==> src/rtl/pvs_sqrt.sv <==
// pipelined integer square root, one root bit per stage
module pvs_sqrt #(
    parameter int WIN = 64
) (
    input  logic             aclk,
    input  logic             ce,
    input  logic [WIN-1:0]   rad,
    output logic [WIN/2-1:0] root
);

    localparam int H = WIN / 2;

    logic [H+1:0]   rem_reg  [H];
    logic [WIN-1:0] rad_reg  [H];
    logic [H-1:0]   root_reg [H];

    for (genvar j = 0; j < H; j++) begin : g_stage
        logic [H+1:0]   rem_in;
        logic [WIN-1:0] rad_in;
        logic [H-1:0]   root_in;
        logic [H+3:0]   shifted;
        logic [H+3:0]   trial;
        logic [H+3:0]   diff;
        logic           fit;

        if (j == 0) begin : g_first
            assign rem_in  = '0;
            assign rad_in  = rad;
            assign root_in = '0;
        end else begin : g_next
            assign rem_in  = rem_reg[j-1];
            assign rad_in  = rad_reg[j-1];
            assign root_in = root_reg[j-1];
        end

        assign shifted = {rem_in, rad_in[WIN-1 -: 2]};
        assign trial   = {2'b00, root_in, 2'b01};
        assign diff    = shifted - trial;
        assign fit     = (shifted >= trial);

        always_ff @(posedge aclk) begin
            if (ce) begin
                rem_reg[j]  <= fit ? diff[H+1:0] : shifted[H+1:0];
                rad_reg[j]  <= {rad_in[WIN-3:0], 2'b00};
                root_reg[j] <= {root_in[H-2:0], fit};
            end
        end
    end

    assign root = root_reg[H-1];

endmodule

==> config.mk <==
export PLATFORM = sky130hd
export DESIGN_NAME = pvs_sqrt
export DESIGN_NICKNAME = d
export VERILOG_FILES = /design/src/rtl/pvs_sqrt.sv
export SDC_FILE = /design/constraint.sdc
export NUM_CORES = 2
export LEC_CHECK = 0
export BUFFER_PORTS_ARGS = -buffer_cell sky130_fd_sc_hd__buf_2
export CAP_MARGIN = 20
export CORE_MARGIN = 2
export CORE_UTILIZATION = 29
export CTS_CLUSTER_SIZE = 28
export DETAILED_ROUTE_END_ITERATION = 8
export PLACE_DENSITY = 0.5
export SLEW_MARGIN = 15
export SYNTH_ARGS = -nofsm -noshare
export SYNTH_HDL_FRONTEND = slang
export SYNTH_MEMORY_MAX_BITS = 65536
export SYNTH_SLANG_ARGS = --single-unit
==> constraint.sdc <==
create_clock -name aclk -period 4.6 [get_ports aclk]
set_input_delay 0.69 -clock aclk [delete_from_list [all_inputs] [get_ports aclk]]
set_output_delay 0.69 -clock aclk [all_outputs]
set_load 0.01 [all_outputs]
==> flow_metrics.env <==
export IMPL_cp_end_kind="flop"
export IMPL_synth_area_mm2=0.118
export IMPL_finalSetupTns_ps=0
export IMPL_holdWs_ps=115
export IMPL_area_growth_pct=15.5
export IMPL_grt_overflow=0
export IMPL_fill_cells=39200
export IMPL_fmax_mhz=239
export IMPL_core_area_mm2=0.403
export IMPL_numPortBuffers=97
export IMPL_fin_skew_ps=112
export IMPL_antenna_left=0
export IMPL_grt_max_degree=117
export IMPL_ys_types=92
export IMPL_synth_fp_nets=9709
export IMPL_synth_largest_area_cell="edfxtp_1"
export IMPL_slew_headroom=0.293
export IMPL_cp_max_fo=16
export IMPL_die_y_um=641
export IMPL_cpPeakStageDelay_ps=760
export IMPL_hold_path_endpoint="root_reg[0][0]$_DFFE_PP_"
export IMPL_start_util=0.292
export IMPL_synthTopCellsByArea="edfxtp_1, ha_1, xor2_1"
export IMPL_clock_path_buffers=4
export IMPL_synth_edf_count=2523
export IMPL_rsz0062_at_grt="no"
export IMPL_antenna_found_initial=4
export IMPL_detailed_place_area_mm2=0.126
export IMPL_wl_mm=246
export IMPL_synth_common_cells="edfxtp_1, inv_1, nand2_1"
export IMPL_htree_levels=5
export IMPL_synth_top_area_frac=0.644
export IMPL_ys_ff_latch=2523
export IMPL_fp_dieW_um=641
export IMPL_setup_viol=0
export IMPL_synth_seq_area_share=0.644
export IMPL_cp_buffers_inverters=2
export IMPL_ys_dominant_reg_cell="edfxtp_1"
export IMPL_rr_endpoint="rem_reg[21][15]$_DFFE_PP_"
export IMPL_yosysMostFrequentCell="edfxtp_1"
export IMPL_hold_buffers=62
export IMPL_numCtsBuffers=294
export IMPL_dieArea_mm2=0.411
export IMPL_syn_avg_cell_area_um2=12.9
export IMPL_dr_total_vias=70200
export IMPL_r2r_cells=11
export IMPL_dp_hpwl_mm=177
export IMPL_critPathKind="reg -> reg"
export IMPL_clock_root_buffer="clkbuf_16"
export IMPL_cp_required_ps=5170
export IMPL_rrSetupSlack_ps=410
export IMPL_first_pass_iters=6
export IMPL_grt_pass1_wl_mm=389
export IMPL_worstMarginPinSlew_ps=1060
export IMPL_post_cts_buffers=0
export IMPL_period_share=0.911
export IMPL_layout_setup_ws_ps=409
export IMPL_fin_area_mm2=0.136
export IMPL_report_final_slew_viol_count=0
export IMPL_cts_tree="yes"
export IMPL_cts_resized=0
export IMPL_first_iter_violations=4762
export IMPL_peakVddDrop_uv=314
export IMPL_rows=233
export IMPL_hold_depth=2
export IMPL_clock_latency_ps=930
export IMPL_wl_per_cell_um=16.3
export IMPL_p_per_area_mw_per_mm2=491
export IMPL_clk_pin_slew_ps=60
export IMPL_startpoint_type="flop"
export IMPL_worst_path_max_delay_cell="a2111oi_1"
export IMPL_largest_reg_flops=1003
export IMPL_grt_pass1_vias=70400
export IMPL_remaining_drc_errors=0
export IMPL_drive_above_1_share=0.0822
export IMPL_ys_warnings_count=0
export IMPL_hold_viol=0
export IMPL_cts_sinks=2523
export IMPL_cp_top_family="compound AO/OA/AOI/OAI gates"
export IMPL_hp_class="in -> reg"
export IMPL_post_drt_via_cell_ratio=4.64
export IMPL_crit_arrival_ps=4760
export IMPL_gp_congestion=0.867
export IMPL_maxCapViolations=0
export IMPL_grt_usage=0.117
export IMPL_p_leak_nw=51.1
export IMPL_r2r_start="rem_reg[20][0]$_DFFE_PP_"
export IMPL_async_reset_ff_frac=0
export IMPL_io_pins=98
export IMPL_outcome="finished, final reports clean"
export IMPL_hold_start="rad[63]"
export IMPL_dp_slack_ps=496
export IMPL_worstPathCellList="ha_1 -> nor2b_1 -> o21ai_0 -> a21oi_1 -> o41ai_1 -> a21oi_1 -> a2111oi_1 -> nand3_1 -> buf_4 -> inv_1 -> o21ai_0"
export IMPL_min_period_ps=4190
export IMPL_final_nets=10100
export IMPL_synthCells=9081
==> where the power goes <==
group          internal [W]  switching (W)  total, W  leakage (nW)
Clock                0.0134        0.00951    0.0229          4.59
Sequential           0.0290        0.00191    0.0309          24.3
Combinational       0.00541        0.00738    0.0128          22.2
==> worst max-delay path by stage <==
stage	to	start	depth (start not counted)
3_5_place_dp	rem_reg[21][15]$_DFFE_PP_	rem_reg[20][0]$_DFFE_PP_	11
2_1_floorplan	rem_reg[11][10]$_DFFE_PP_	rem_reg[10][10]$_DFFE_PP_	12
3_3_place_gp	rem_reg[21][7]$_DFFE_PP_	rem_reg[20][0]$_DFFE_PP_	11
4_1_cts	rem_reg[21][15]$_DFFE_PP_	rem_reg[20][0]$_DFFE_PP_	11
6_report	rem_reg[21][15]$_DFFE_PP_	rem_reg[20][0]$_DFFE_PP_	11
5_1_grt	rem_reg[21][17]$_DFFE_PP_	rem_reg[20][0]$_DFFE_PP_	11
==> cell families (layout without fill, tap and decap cells) <==
group                    Yosys count  in the layout  share of synthesized area
AO/OA/AOI/OAI                   1839           1839                     0.0979
XOR/XNOR                         817            817                     0.0609
adder cells (fa/ha/maj)          562            562                     0.0598
buffers and inverters            912           1543                     0.0296
flip-flops                      2523           2523                      0.644
multiplexers                      80             80                    0.00748
other                              1              3                  0.0000319
AND/OR/NAND/NOR                 2347           2347                     0.0999
==> worst register-to-register path, stage by stage, from the launching register on <==
cell,delay [ps]
edfxtp_1,390
ha_1,360
nor2b_1,150
o21ai_0,220
a21oi_1,140
o41ai_1,520
a21oi_1,270
a2111oi_1,760
nand3_1,260
buf_4,230
inv_1,360
o21ai_0,180
==> stage by stage <==
stage / total power (W) / utilization / std cells
6_report: 0.0666 / 0.337 / 15100
5_1_grt: 0.0704 / 0.337 / 15100
3_5_place_dp: 0.0441 / 0.312 / 14500
4_1_cts: 0.0677 / 0.337 / 15100
3_3_place_gp: 0.0439 / 0.312 / 14500
2_1_floorplan: 0.0399 / - / 9081
==> final cells by class <==
cell class | count | area (µm²) | share of cell area
Timing Repair Buffer | 285 | 2510 | 0.0185
Multi-Input combinational cell | 5646 | 38400 | 0.283
Inverter | 729 | 2740 | 0.0202
Clock buffer | 349 | 7610 | 0.0560
Clock inverter | 180 | 1950 | 0.0143
Sequential cell | 2523 | 75800 | 0.558
Tap cell | 5405 | 6760 | 0.0498
Antenna cell | 2 | 5.00 | 0.0000369
==> layout by cell type, fill, tap and decap left out, types with 198 or more instances in the layout <==
| cell | instances |
|---|---|
| o21ai_0 | 456 |
| edfxtp_1 | 2523 |
| nor3_1 | 198 |
| nand2_1 | 629 |
| a21o_1 | 272 |
| a21oi_1 | 559 |
| xnor2_1 | 377 |
| ha_1 | 562 |
| xor2_1 | 440 |
| inv_1 | 728 |
| clkbuf_16 | 296 |
| nor2_1 | 532 |
==> layer usage <==
layer	share of wire	wire length, µm	global-route usage	vias to the layer above
met2	0.49	120000	0.203	1331
li1	-	-	-	34500
met3	0.041	9990	0.0191	435
met5	0	0	0	-
met4	0.031	7650	0.0376	0
met1	0.44	108000	0.148	34000
No activity file was read; power rests on OpenSTA's default activity.
