$ cat src/rtl/pvs_pkg.sv
// shared types and constants for the square-root position/velocity shaper
package pvs_pkg;

    // configuration register indexes
    localparam logic [1:0] CFG_ACCEL_LIMIT   = 2'd0;
    localparam logic [1:0] CFG_TIME_CONSTANT = 2'd1;

    localparam logic [30:0] ACCEL_RESET = 31'd327680;
    localparam logic [30:0] TAU_RESET   = 31'd32768;
    localparam logic [30:0] T_FLOOR_Q16 = 31'd655;
    localparam logic [19:0] US_PER_S    = 20'd1000000;

    // ceil(2^55 / 15625), exact for (a*dt >> 6) / 15625 over 41-bit dividends
    localparam logic [41:0] DEL_RECIP = 42'd2305843009214;

    // widths of the iterative units, and the stage of the a*dt/1e6 result
    localparam int DIV_P_WN   = 48;  // (|e| << 16) / T
    localparam int DIV_LIM_WN = 51;  // |e| * 1e6 / dt
    localparam int DEL_LAT    = 5;   // stage at which a * dt / 1e6 is ready
    localparam int SQRT_WIN   = 64;

    // stage at which all unit results line up
    localparam int LAT_JOIN  = 2 + DIV_LIM_WN;
    localparam int DLY_SIDE  = LAT_JOIN - 1;
    localparam int DLY_GT    = LAT_JOIN - 4;
    localparam int DLY_Q     = LAT_JOIN - (1 + DIV_P_WN);
    localparam int DLY_DELTA = LAT_JOIN - DEL_LAT;
    localparam int DLY_ROOT  = LAT_JOIN - (6 + SQRT_WIN / 2);
    localparam int PIPE_LAT  = LAT_JOIN + 2;

    localparam int CORR_W  = 40;
    localparam int BOUND_W = 34;
    localparam int DELTA_W = 28;

    typedef struct packed {
        logic                      valid;
        logic signed [CORR_W-1:0]  corr;
        logic signed [BOUND_W-1:0] lo;
        logic signed [BOUND_W-1:0] hi;
    } pvs_fin_t;

endpackage

$ cat src/rtl/pvs_out.sv
// final bound and saturation, output register with skid stage
module pvs_out import pvs_pkg::*; (
    input  logic        aclk,
    input  logic        aresetn,
    input  pvs_fin_t    fin,
    output logic        pipe_ce,
    output logic        m_valid,
    input  logic        m_ready,
    output logic [31:0] m_velocity_setpoint
);

    localparam logic signed [CORR_W-1:0] SAT_MAX = CORR_W'(64'sd2147483647);
    localparam logic signed [CORR_W-1:0] SAT_MIN = CORR_W'(-64'sd2147483648);

    logic signed [CORR_W-1:0] lo_x;
    logic signed [CORR_W-1:0] hi_x;
    logic signed [CORR_W-1:0] bounded;
    logic [31:0]              result_next;

    logic        out_vld_reg;
    logic        skid_vld_reg;
    logic [31:0] out_reg;
    logic [31:0] skid_reg;

    assign lo_x = CORR_W'(fin.lo);
    assign hi_x = CORR_W'(fin.hi);

    always_comb begin
        bounded = fin.corr;
        if (bounded < lo_x) begin
            bounded = lo_x;
        end
        if (bounded > hi_x) begin
            bounded = hi_x;
        end
        if (bounded > SAT_MAX) begin
            bounded = SAT_MAX;
        end
        if (bounded < SAT_MIN) begin
            bounded = SAT_MIN;
        end
        result_next = bounded[31:0];
    end

    // pipeline stops only while the skid stage holds a result
    assign pipe_ce = !skid_vld_reg;

    always_ff @(posedge aclk) begin
        if (!aresetn) begin
            out_vld_reg  <= 1'b0;
            skid_vld_reg <= 1'b0;
        end else if (skid_vld_reg) begin
            if (m_ready) begin
                skid_vld_reg <= 1'b0;
            end
        end else if (!out_vld_reg || m_ready) begin
            out_vld_reg <= fin.valid;
        end else if (fin.valid) begin
            skid_vld_reg <= 1'b1;
        end
    end

    always_ff @(posedge aclk) begin
        if (skid_vld_reg) begin
            if (m_ready) begin
                out_reg <= skid_reg;
            end
        end else if (!out_vld_reg || m_ready) begin
            out_reg <= result_next;
        end else begin
            skid_reg <= result_next;
        end
    end

    assign m_valid             = out_vld_reg;
    assign m_velocity_setpoint = out_reg;

endmodule

$ cat config.mk
export PLATFORM = sky130hd
export DESIGN_NAME = pvs_out
export DESIGN_NICKNAME = d
export VERILOG_FILES = /design/src/rtl/pvs_pkg.sv /design/src/rtl/pvs_out.sv
export SDC_FILE = /design/constraint.sdc
export NUM_CORES = 1
export LEC_CHECK = 0
export BUFFER_PORTS_ARGS = -buffer_cell sky130_fd_sc_hd__buf_2
export CAP_MARGIN = 0
export CORE_ASPECT_RATIO = 1.75
export CORE_MARGIN = 4
export CORE_UTILIZATION = 55
export DETAILED_ROUTE_END_ITERATION = 8
export PLACE_DENSITY = 0.81
export SYNTH_ARGS = -nofsm -noshare
export SYNTH_HDL_FRONTEND = slang
export SYNTH_SLANG_ARGS = --single-unit
$ cat constraint.sdc
create_clock -name aclk -period 20.5 [get_ports aclk]
set_input_delay 5.125 -clock aclk [delete_from_list [all_inputs] [get_ports aclk]]
set_output_delay 5.125 -clock aclk [all_outputs]
set_load 0.03 [all_outputs]
==> results.json, run 1 <==
{
  "final_min_period_over_clock_period_pct": 60.3,
  "syn_avg_cell_area_um2": 8.04,
  "detail_route.wirelength_mm": 18.3,
  "multi_input_comb_area_um2": 4010,
  "yosysUniqueCellTypes": 52,
  "tritoncts_sinks": 66,
  "synthArstFlopShare_pct": 0,
  "r2r_cells": 3,
  "critPathTopFamily": "simple AND/OR/NAND/NOR gates",
  "crit_path_top_delay_cell": "nand2b_1",
  "cts_root_buf": "clkbuf_16",
  "synth_largest_type_area_fraction_pct": 29.9,
  "drt_iter0_markers": 369,
  "synthesis.instances": 799,
  "hold_class": "flip-flop to flip-flop",
  "final_core_utilization_pct": 65.3,
  "firstDrtPassIters": 5,
  "worst_hold_stages": 2,
  "timing_max_transition_violations_final": 0,
  "cts.reportedPaths.clkPinSlew_ps": 60,
  "cell_accounting_for_the_most_synthesized_area": "edfxtp_1",
  "groute.usage.overall_pct": 26.8,
  "critical_path_required_ps": 20520,
  "grt_remaining_overflow": 0,
  "critical_path.cell_chain": "buf_2 > inv_1 > ha_2 > nand4_1 > nor4_1 > and4_1 > o21a_1 > buf_4 > a211oi_1 > a311o_1 > ha_1 > nand4_1 > nor4_2 > and3_1 > inv_1 > nor3_1 > nor3_2 > inv_1 > a31o_2 > nand2b_1 > o21ai_0",
  "rsz0062_at_grt": "no",
  "p_per_area_nw_per_um2": 88.7,
  "yosys.cell_count.top_type": "nand2_1",
  "count_of_flip_flops_with_a_built_in_enable_after_synthesis": 64,
  "dominant_cells_by_area_after_synthesis": "edfxtp_1 (30%), ha_1 (15%), nand2_1 (9.8%)",
  "route.top_layer_used": "met4",
  "syn-num-nets": 990,
  "grt_first_pass_wirelength_mm": 28.3,
  "cts.repair.resized": 0,
  "route.antenna.remaining_nets": 0,
  "postCtsSetupRepairBufs": 0,
  "clock_path_buffers": 2,
  "detail_route.wl_per_cell_um": 17.3,
  "stdcell_count": 1056,
  "tightest_slew_ps": 1190,
  "max_freq_ghz": 0.0809,
  "hold_end": "m_velocity_setpoint[16]",
  "ios": 146,
  "report.final.hold_viol_count": 0,
  "number_of_buffers_inserted_during_clock_tree_synthesis": 9,
  "cts.hold.buffers_added": 0,
  "antenna-diode-count": 0,
  "first_global_vias": 5988,
  "core_footprint_um2": 11500,
  "timing.rr.end": "m_velocity_setpoint[12]",
  "max-slew-margin-rel_pct": 20.9,
  "dr_total_vias": 6443,
  "critical_path.endpoint_type": "flip-flop",
  "setup.reg_to_reg.worst_slack_ps": 17680,
  "starting_density_of_the_core_pct": 55.8,
  "tritoncts": "done",
  "status": "finished, final reports clean",
  "crit_top_cell": "inv_1",
  "num-fill-cells": 983,
  "io_buffers": 145,
  "post-route-drc-count": 0,
  "maximum_number_of_pins_on_one_net_before_global_route_repair": 72,
  "post_route_cells_drive_above_1_share_pct": 23.1,
  "ff_latch_area_um2": 1960,
  "critical_path_buf_inv_count": 5,
  "setup_violations": 0,
  "vdd_ir_drop_max_mv": 0.0773,
  "die_area_um2": 13500,
  "critical-path-max-stage-delay_ps": 880,
  "power.leakage_uw": 0.00348,
  "post_synth_most_frequent_cells": "nand2_1 (167), ha_1 (79), nor2_1 (76), inv_1 (71), edfxtp_1 (64)",
  "overall_die_width_um": 89.7,
  "route.met3.wl_mm": 1.13,
  "cts-htree-levels": 3,
  "timing.final.crit_period_ps": 12360,
  "vias_per_cell": 6.10,
  "path_max_fanout": 32,
  "placed_wire_length_estimate_after_detailed_placement_mm": 14.1,
  "reg2reg_from": "skid_vld_reg",
  "m1_wl_mm": 7.14,
  "crit_arrival_ps": 12390,
  "floorplan.rows": 52,
  "grt_antenna_before_repair": 0,
  "critPathLaunchType": "input pin",
  "synth.cell_area_um2": 6420,
  "insertion_delay_ps": 320,
  "timing.setup.tns_ps": 0,
  "cap_viol_max_count": 0,
  "ys.flop_type": "edfxtp_1",
  "layout.nets": 1107,
  "min-delay-start": "skid_reg[16]",
  "met2_wirelength_mm": 9.12,
  "worst_setup_path_class": "input pin to flip-flop",
  "synth_sequential_area_ratio_pct": 30.6,
  "post_synthesis_register_bit_count": 66,
  "finalClockSkew_ps": 5.91,
  "die_height_um": 151,
  "syn2layout_area_growth_pct": 17.1,
  "placed_cells": 1040,
  "globalplace.congestion": 1.02,
  "synth-warning-count": 0
}
tightest hold or removal path, cell delays in order (launching register included):
cell and delay, ps:
edfxtp_1 320, nand2_1 40, o21ai_0 50
cell families after synthesis:
logic type	share of synthesized area (%)
simple gates	19.4
buf+inv	7.09
compound gates	21.6
mux	5.79
xor+xnor	0.136
flops	30.6
fa+ha+maj	15.4
how the worst max path moves through the flow:
stage / start / endpoint / depth (start not counted)
2_1_floorplan: fin[67] / m_velocity_setpoint[0] / 24
3_3_place_gp: fin[67] / m_velocity_setpoint[14] / 21
3_5_place_dp: fin[67] / m_velocity_setpoint[18] / 21
4_1_cts: fin[67] / m_velocity_setpoint[18] / 21
5_1_grt: fin[67] / m_velocity_setpoint[22] / 23
6_report: fin[67] / m_velocity_setpoint[12] / 21
per-stage QoR:
stage               setup slack [ps]  power [uW]  instance area, um^2  hold WS, ps
finish                          8140         667                 7520          522
global route                    7530         706                 7520          545
CTS                             8140         668                 7520          527
detailed placement              7810         506                 7200          514
global placement                8020         500                 7200          504
floorplan                      10190         420                 6420          496
layer usage:
layer	vias to the layer above	track usage [%]
li1	3111	-
met1	2980	33.8
met2	291	43.9
met3	61	2.23
met4	0	15.3
met5	-	0
where the power goes:
part / switching, uW / total, uW / leakage [uW] / internal (uW)
clock: 54.3 / 160 / 0.000149 / 106
combinational: 194 / 301 / 0.00268 / 107
sequential: 11.9 / 206 / 0.000653 / 194
cell type report:
class / instances / area share (%)
clock buffers: 9 / 2.99
clock inverters: 7 / 1.23
inverters: 71 / 3.54
multi-input cells: 614 / 53.4
flip-flops and latches: 66 / 26.1
well taps: 135 / 2.25
repair buffers: 154 / 10.5
cell usage in the layout (no fill, tap or decap), types with 4 or more instances in the layout:
cell         n
buf_4        9
nand4_1     15
inv_1       70
a21oi_1     62
nor2_1      76
nor4_1       4
a211oi_1    36
clkbuf_16    9
ha_1        78
edfxtp_1    64
nand2_1    167
o21ai_0     35
and3_1       5
a311o_1     31
o21ai_1     11
nor3_1       4
mux2_2      33
buf_2      145
nand3_1      9
Note: power is estimated with default switching activity, not from simulation.
==> run 2: changes to the inputs <==
--- a/config.mk
+++ b/config.mk
@@ -9,9 +9,9 @@
 export CAP_MARGIN = 0
 export CORE_ASPECT_RATIO = 1.75
 export CORE_MARGIN = 4
-export CORE_UTILIZATION = 55
+export CORE_UTILIZATION = 51
 export DETAILED_ROUTE_END_ITERATION = 8
-export PLACE_DENSITY = 0.81
+export PLACE_DENSITY = 0.79
 export SYNTH_ARGS = -nofsm -noshare
 export SYNTH_HDL_FRONTEND = slang
 export SYNTH_SLANG_ARGS = --single-unit
==> constraint.sdc (replaced) <==
create_clock -name aclk -period 10.5 [get_ports aclk]
set_input_delay 2.625 -clock aclk [delete_from_list [all_inputs] [get_ports aclk]]
set_output_delay 2.625 -clock aclk [all_outputs]
set_load 0.03 [all_outputs]
==> results.json, run 2 (synthesized netlist as in run 1, its figures left out) <==
{
  "clock_path_buffers": 2,
  "critical_path.endpoint_type": "flip-flop",
  "first_global_vias": 5861,
  "post-route-drc-count": 0,
  "ios": 146,
  "floorplan.rows": 54,
  "critPathLaunchType": "input pin",
  "groute.usage.overall_pct": 24.3,
  "placed_wire_length_estimate_after_detailed_placement_mm": 14.0,
  "rsz0062_at_grt": "no",
  "detail_route.wirelength_mm": 18.2,
  "layout.cells.most_common_list": "nand2_1 (167), buf_2 (145), ha_1 (78)",
  "cts.repair.resized": 0,
  "die_height_um": 156,
  "vias_per_cell": 5.79,
  "setup_violations": 0,
  "hold_class": "flip-flop to flip-flop",
  "firstDrtPassIters": 5,
  "timing.setup.tns_ps": 0,
  "syn2layout_area_growth_pct": 18.0,
  "die_area_um2": 14500,
  "status": "finished, final reports clean",
  "tightest_slew_ps": 1070,
  "placed_cells": 1077,
  "ff_latch_area_um2": 1960,
  "critical_path_required_ps": 10580,
  "layout.nets": 1111,
  "report.final.hold_viol_count": 0,
  "maximum_number_of_pins_on_one_net_before_global_route_repair": 72,
  "grt_remaining_overflow": 0,
  "final_min_period_over_clock_period_pct": 80.2,
  "drt_iter0_markers": 316,
  "tritoncts_sinks": 66,
  "max-slew-margin-rel_pct": 28.5,
  "cap_viol_max_count": 0,
  "cts-htree-levels": 3,
  "overall_die_width_um": 92.8,
  "detail_route.wl_per_cell_um": 16.6,
  "crit_arrival_ps": 8500,
  "timing.final.crit_period_ps": 8430,
  "cts.hold.buffers_added": 0,
  "grt_first_pass_wirelength_mm": 28.2,
  "final_common_cell": "nand2_1",
  "starting_density_of_the_core_pct": 51.7,
  "worst_setup_path_class": "input pin to flip-flop",
  "io_buffers": 145,
  "vdd_ir_drop_max_mv": 0.194,
  "multi_input_comb_area_um2": 4020,
  "max_freq_ghz": 0.119,
  "stdcell_count": 1094,
  "tritoncts": "done",
  "postCtsSetupRepairBufs": 0,
  "num-fill-cells": 1130,
  "insertion_delay_ps": 330,
  "path_max_fanout": 31,
  "core_footprint_um2": 12400,
  "cts.reportedPaths.clkPinSlew_ps": 50,
  "number_of_buffers_inserted_during_clock_tree_synthesis": 9,
  "cts_root_buf": "clkbuf_16",
  "p_per_area_nw_per_um2": 169,
  "timing_max_transition_violations_final": 0,
  "dr_total_vias": 6331,
  "globalplace.congestion": 0.877,
  "grt_antenna_before_repair": 3,
  "finalClockSkew_ps": 7.75,
  "route.antenna.remaining_nets": 0,
  "post_route_cells_drive_above_1_share_pct": 23.6,
  "power.leakage_uw": 0.00348
}
==> run 2: cell count changes in the layout (fill, tap and decap cells not counted) <==
cell	delta
clkinv_2	-1
clkinv_4	+1
bufinv_16	-1
clkinvlp_4	+2
buf_4	+4
clkinv_1	-1
and3_1	-1
and3_2	+1
diode_2	+2
inv_6	-1
==> run 2: layout make-up <==
class / count / area share (%)
Multi-Input combinational cell: 614 / 53.0
Sequential cell: 66 / 25.9
Timing Repair Buffer: 158 / 10.9
Inverter: 71 / 3.52
Clock buffer: 9 / 2.97
Tap cell: 168 / 2.77
Clock inverter: 6 / 0.908
Antenna cell: 2 / 0.0661
==> run 2: critical path, cell delays in order <==
cell and delay, ps:
buf_2 100, inv_1 40, ha_1 300, a211oi_1 230, o21ai_1 120, a211oi_1 260, o311ai_1 260, o21a_1 260
buf_4 200, o21ai_0 520, nand2_1 130, ha_1 390, nand4_1 190, nor4_2 470, and3_1 260, inv_1 40
nor3_1 350, nor3_2 140, a311o_1 340, o32a_1 690, o21ba_1 320, mux2_2 260
==> run 2: metrics by stage <==
step	hold WS (ps)	util (%)	worst slack (ps)	instance area [um^2]	total power [uW]
final	533	60.9	2070	7580	1280
after global routing	557	60.9	1630	7580	1360
after CTS	533	60.9	2120	7570	1280
after detailed placement	521	58.5	1820	7280	988
after global placement	504	58.5	1860	7280	980
after floorplan	496	-	2690	6420	821
==> run 2: path summary, 6_finish.rpt <==
| path | startpoint | to | slack (ps) | depth (start not counted) |
|---|---|---|---|---|
| max reg2reg | skid_vld_reg | m_velocity_setpoint[29] | 8380 | 4 |
| min | skid_reg[23] | m_velocity_setpoint[23] | 530 | 2 |
| max | fin[36] | m_velocity_setpoint[0] | 2070 | 22 |
| min reg2reg | skid_reg[23] | m_velocity_setpoint[23] | 530 | 2 |
==> run 2: layer usage <==
metal  global-route usage (%)  up-vias  share of wire [%]
met2                     40.8      261                 49
met5                        0        -              0.071
met3                     3.37       53                6.7
met4                     14.5        2                5.0
li1                         -     3121                  -
met1                     29.3     2894                 39
==> run 2: report_power, final <==
part | switching (uW) | total [uW] | leakage (uW) | internal, uW
sequential | 18.6 | 397 | 0.000653 | 378
combinational | 381 | 592 | 0.00270 | 211
clock | 107 | 289 | 0.000130 | 182
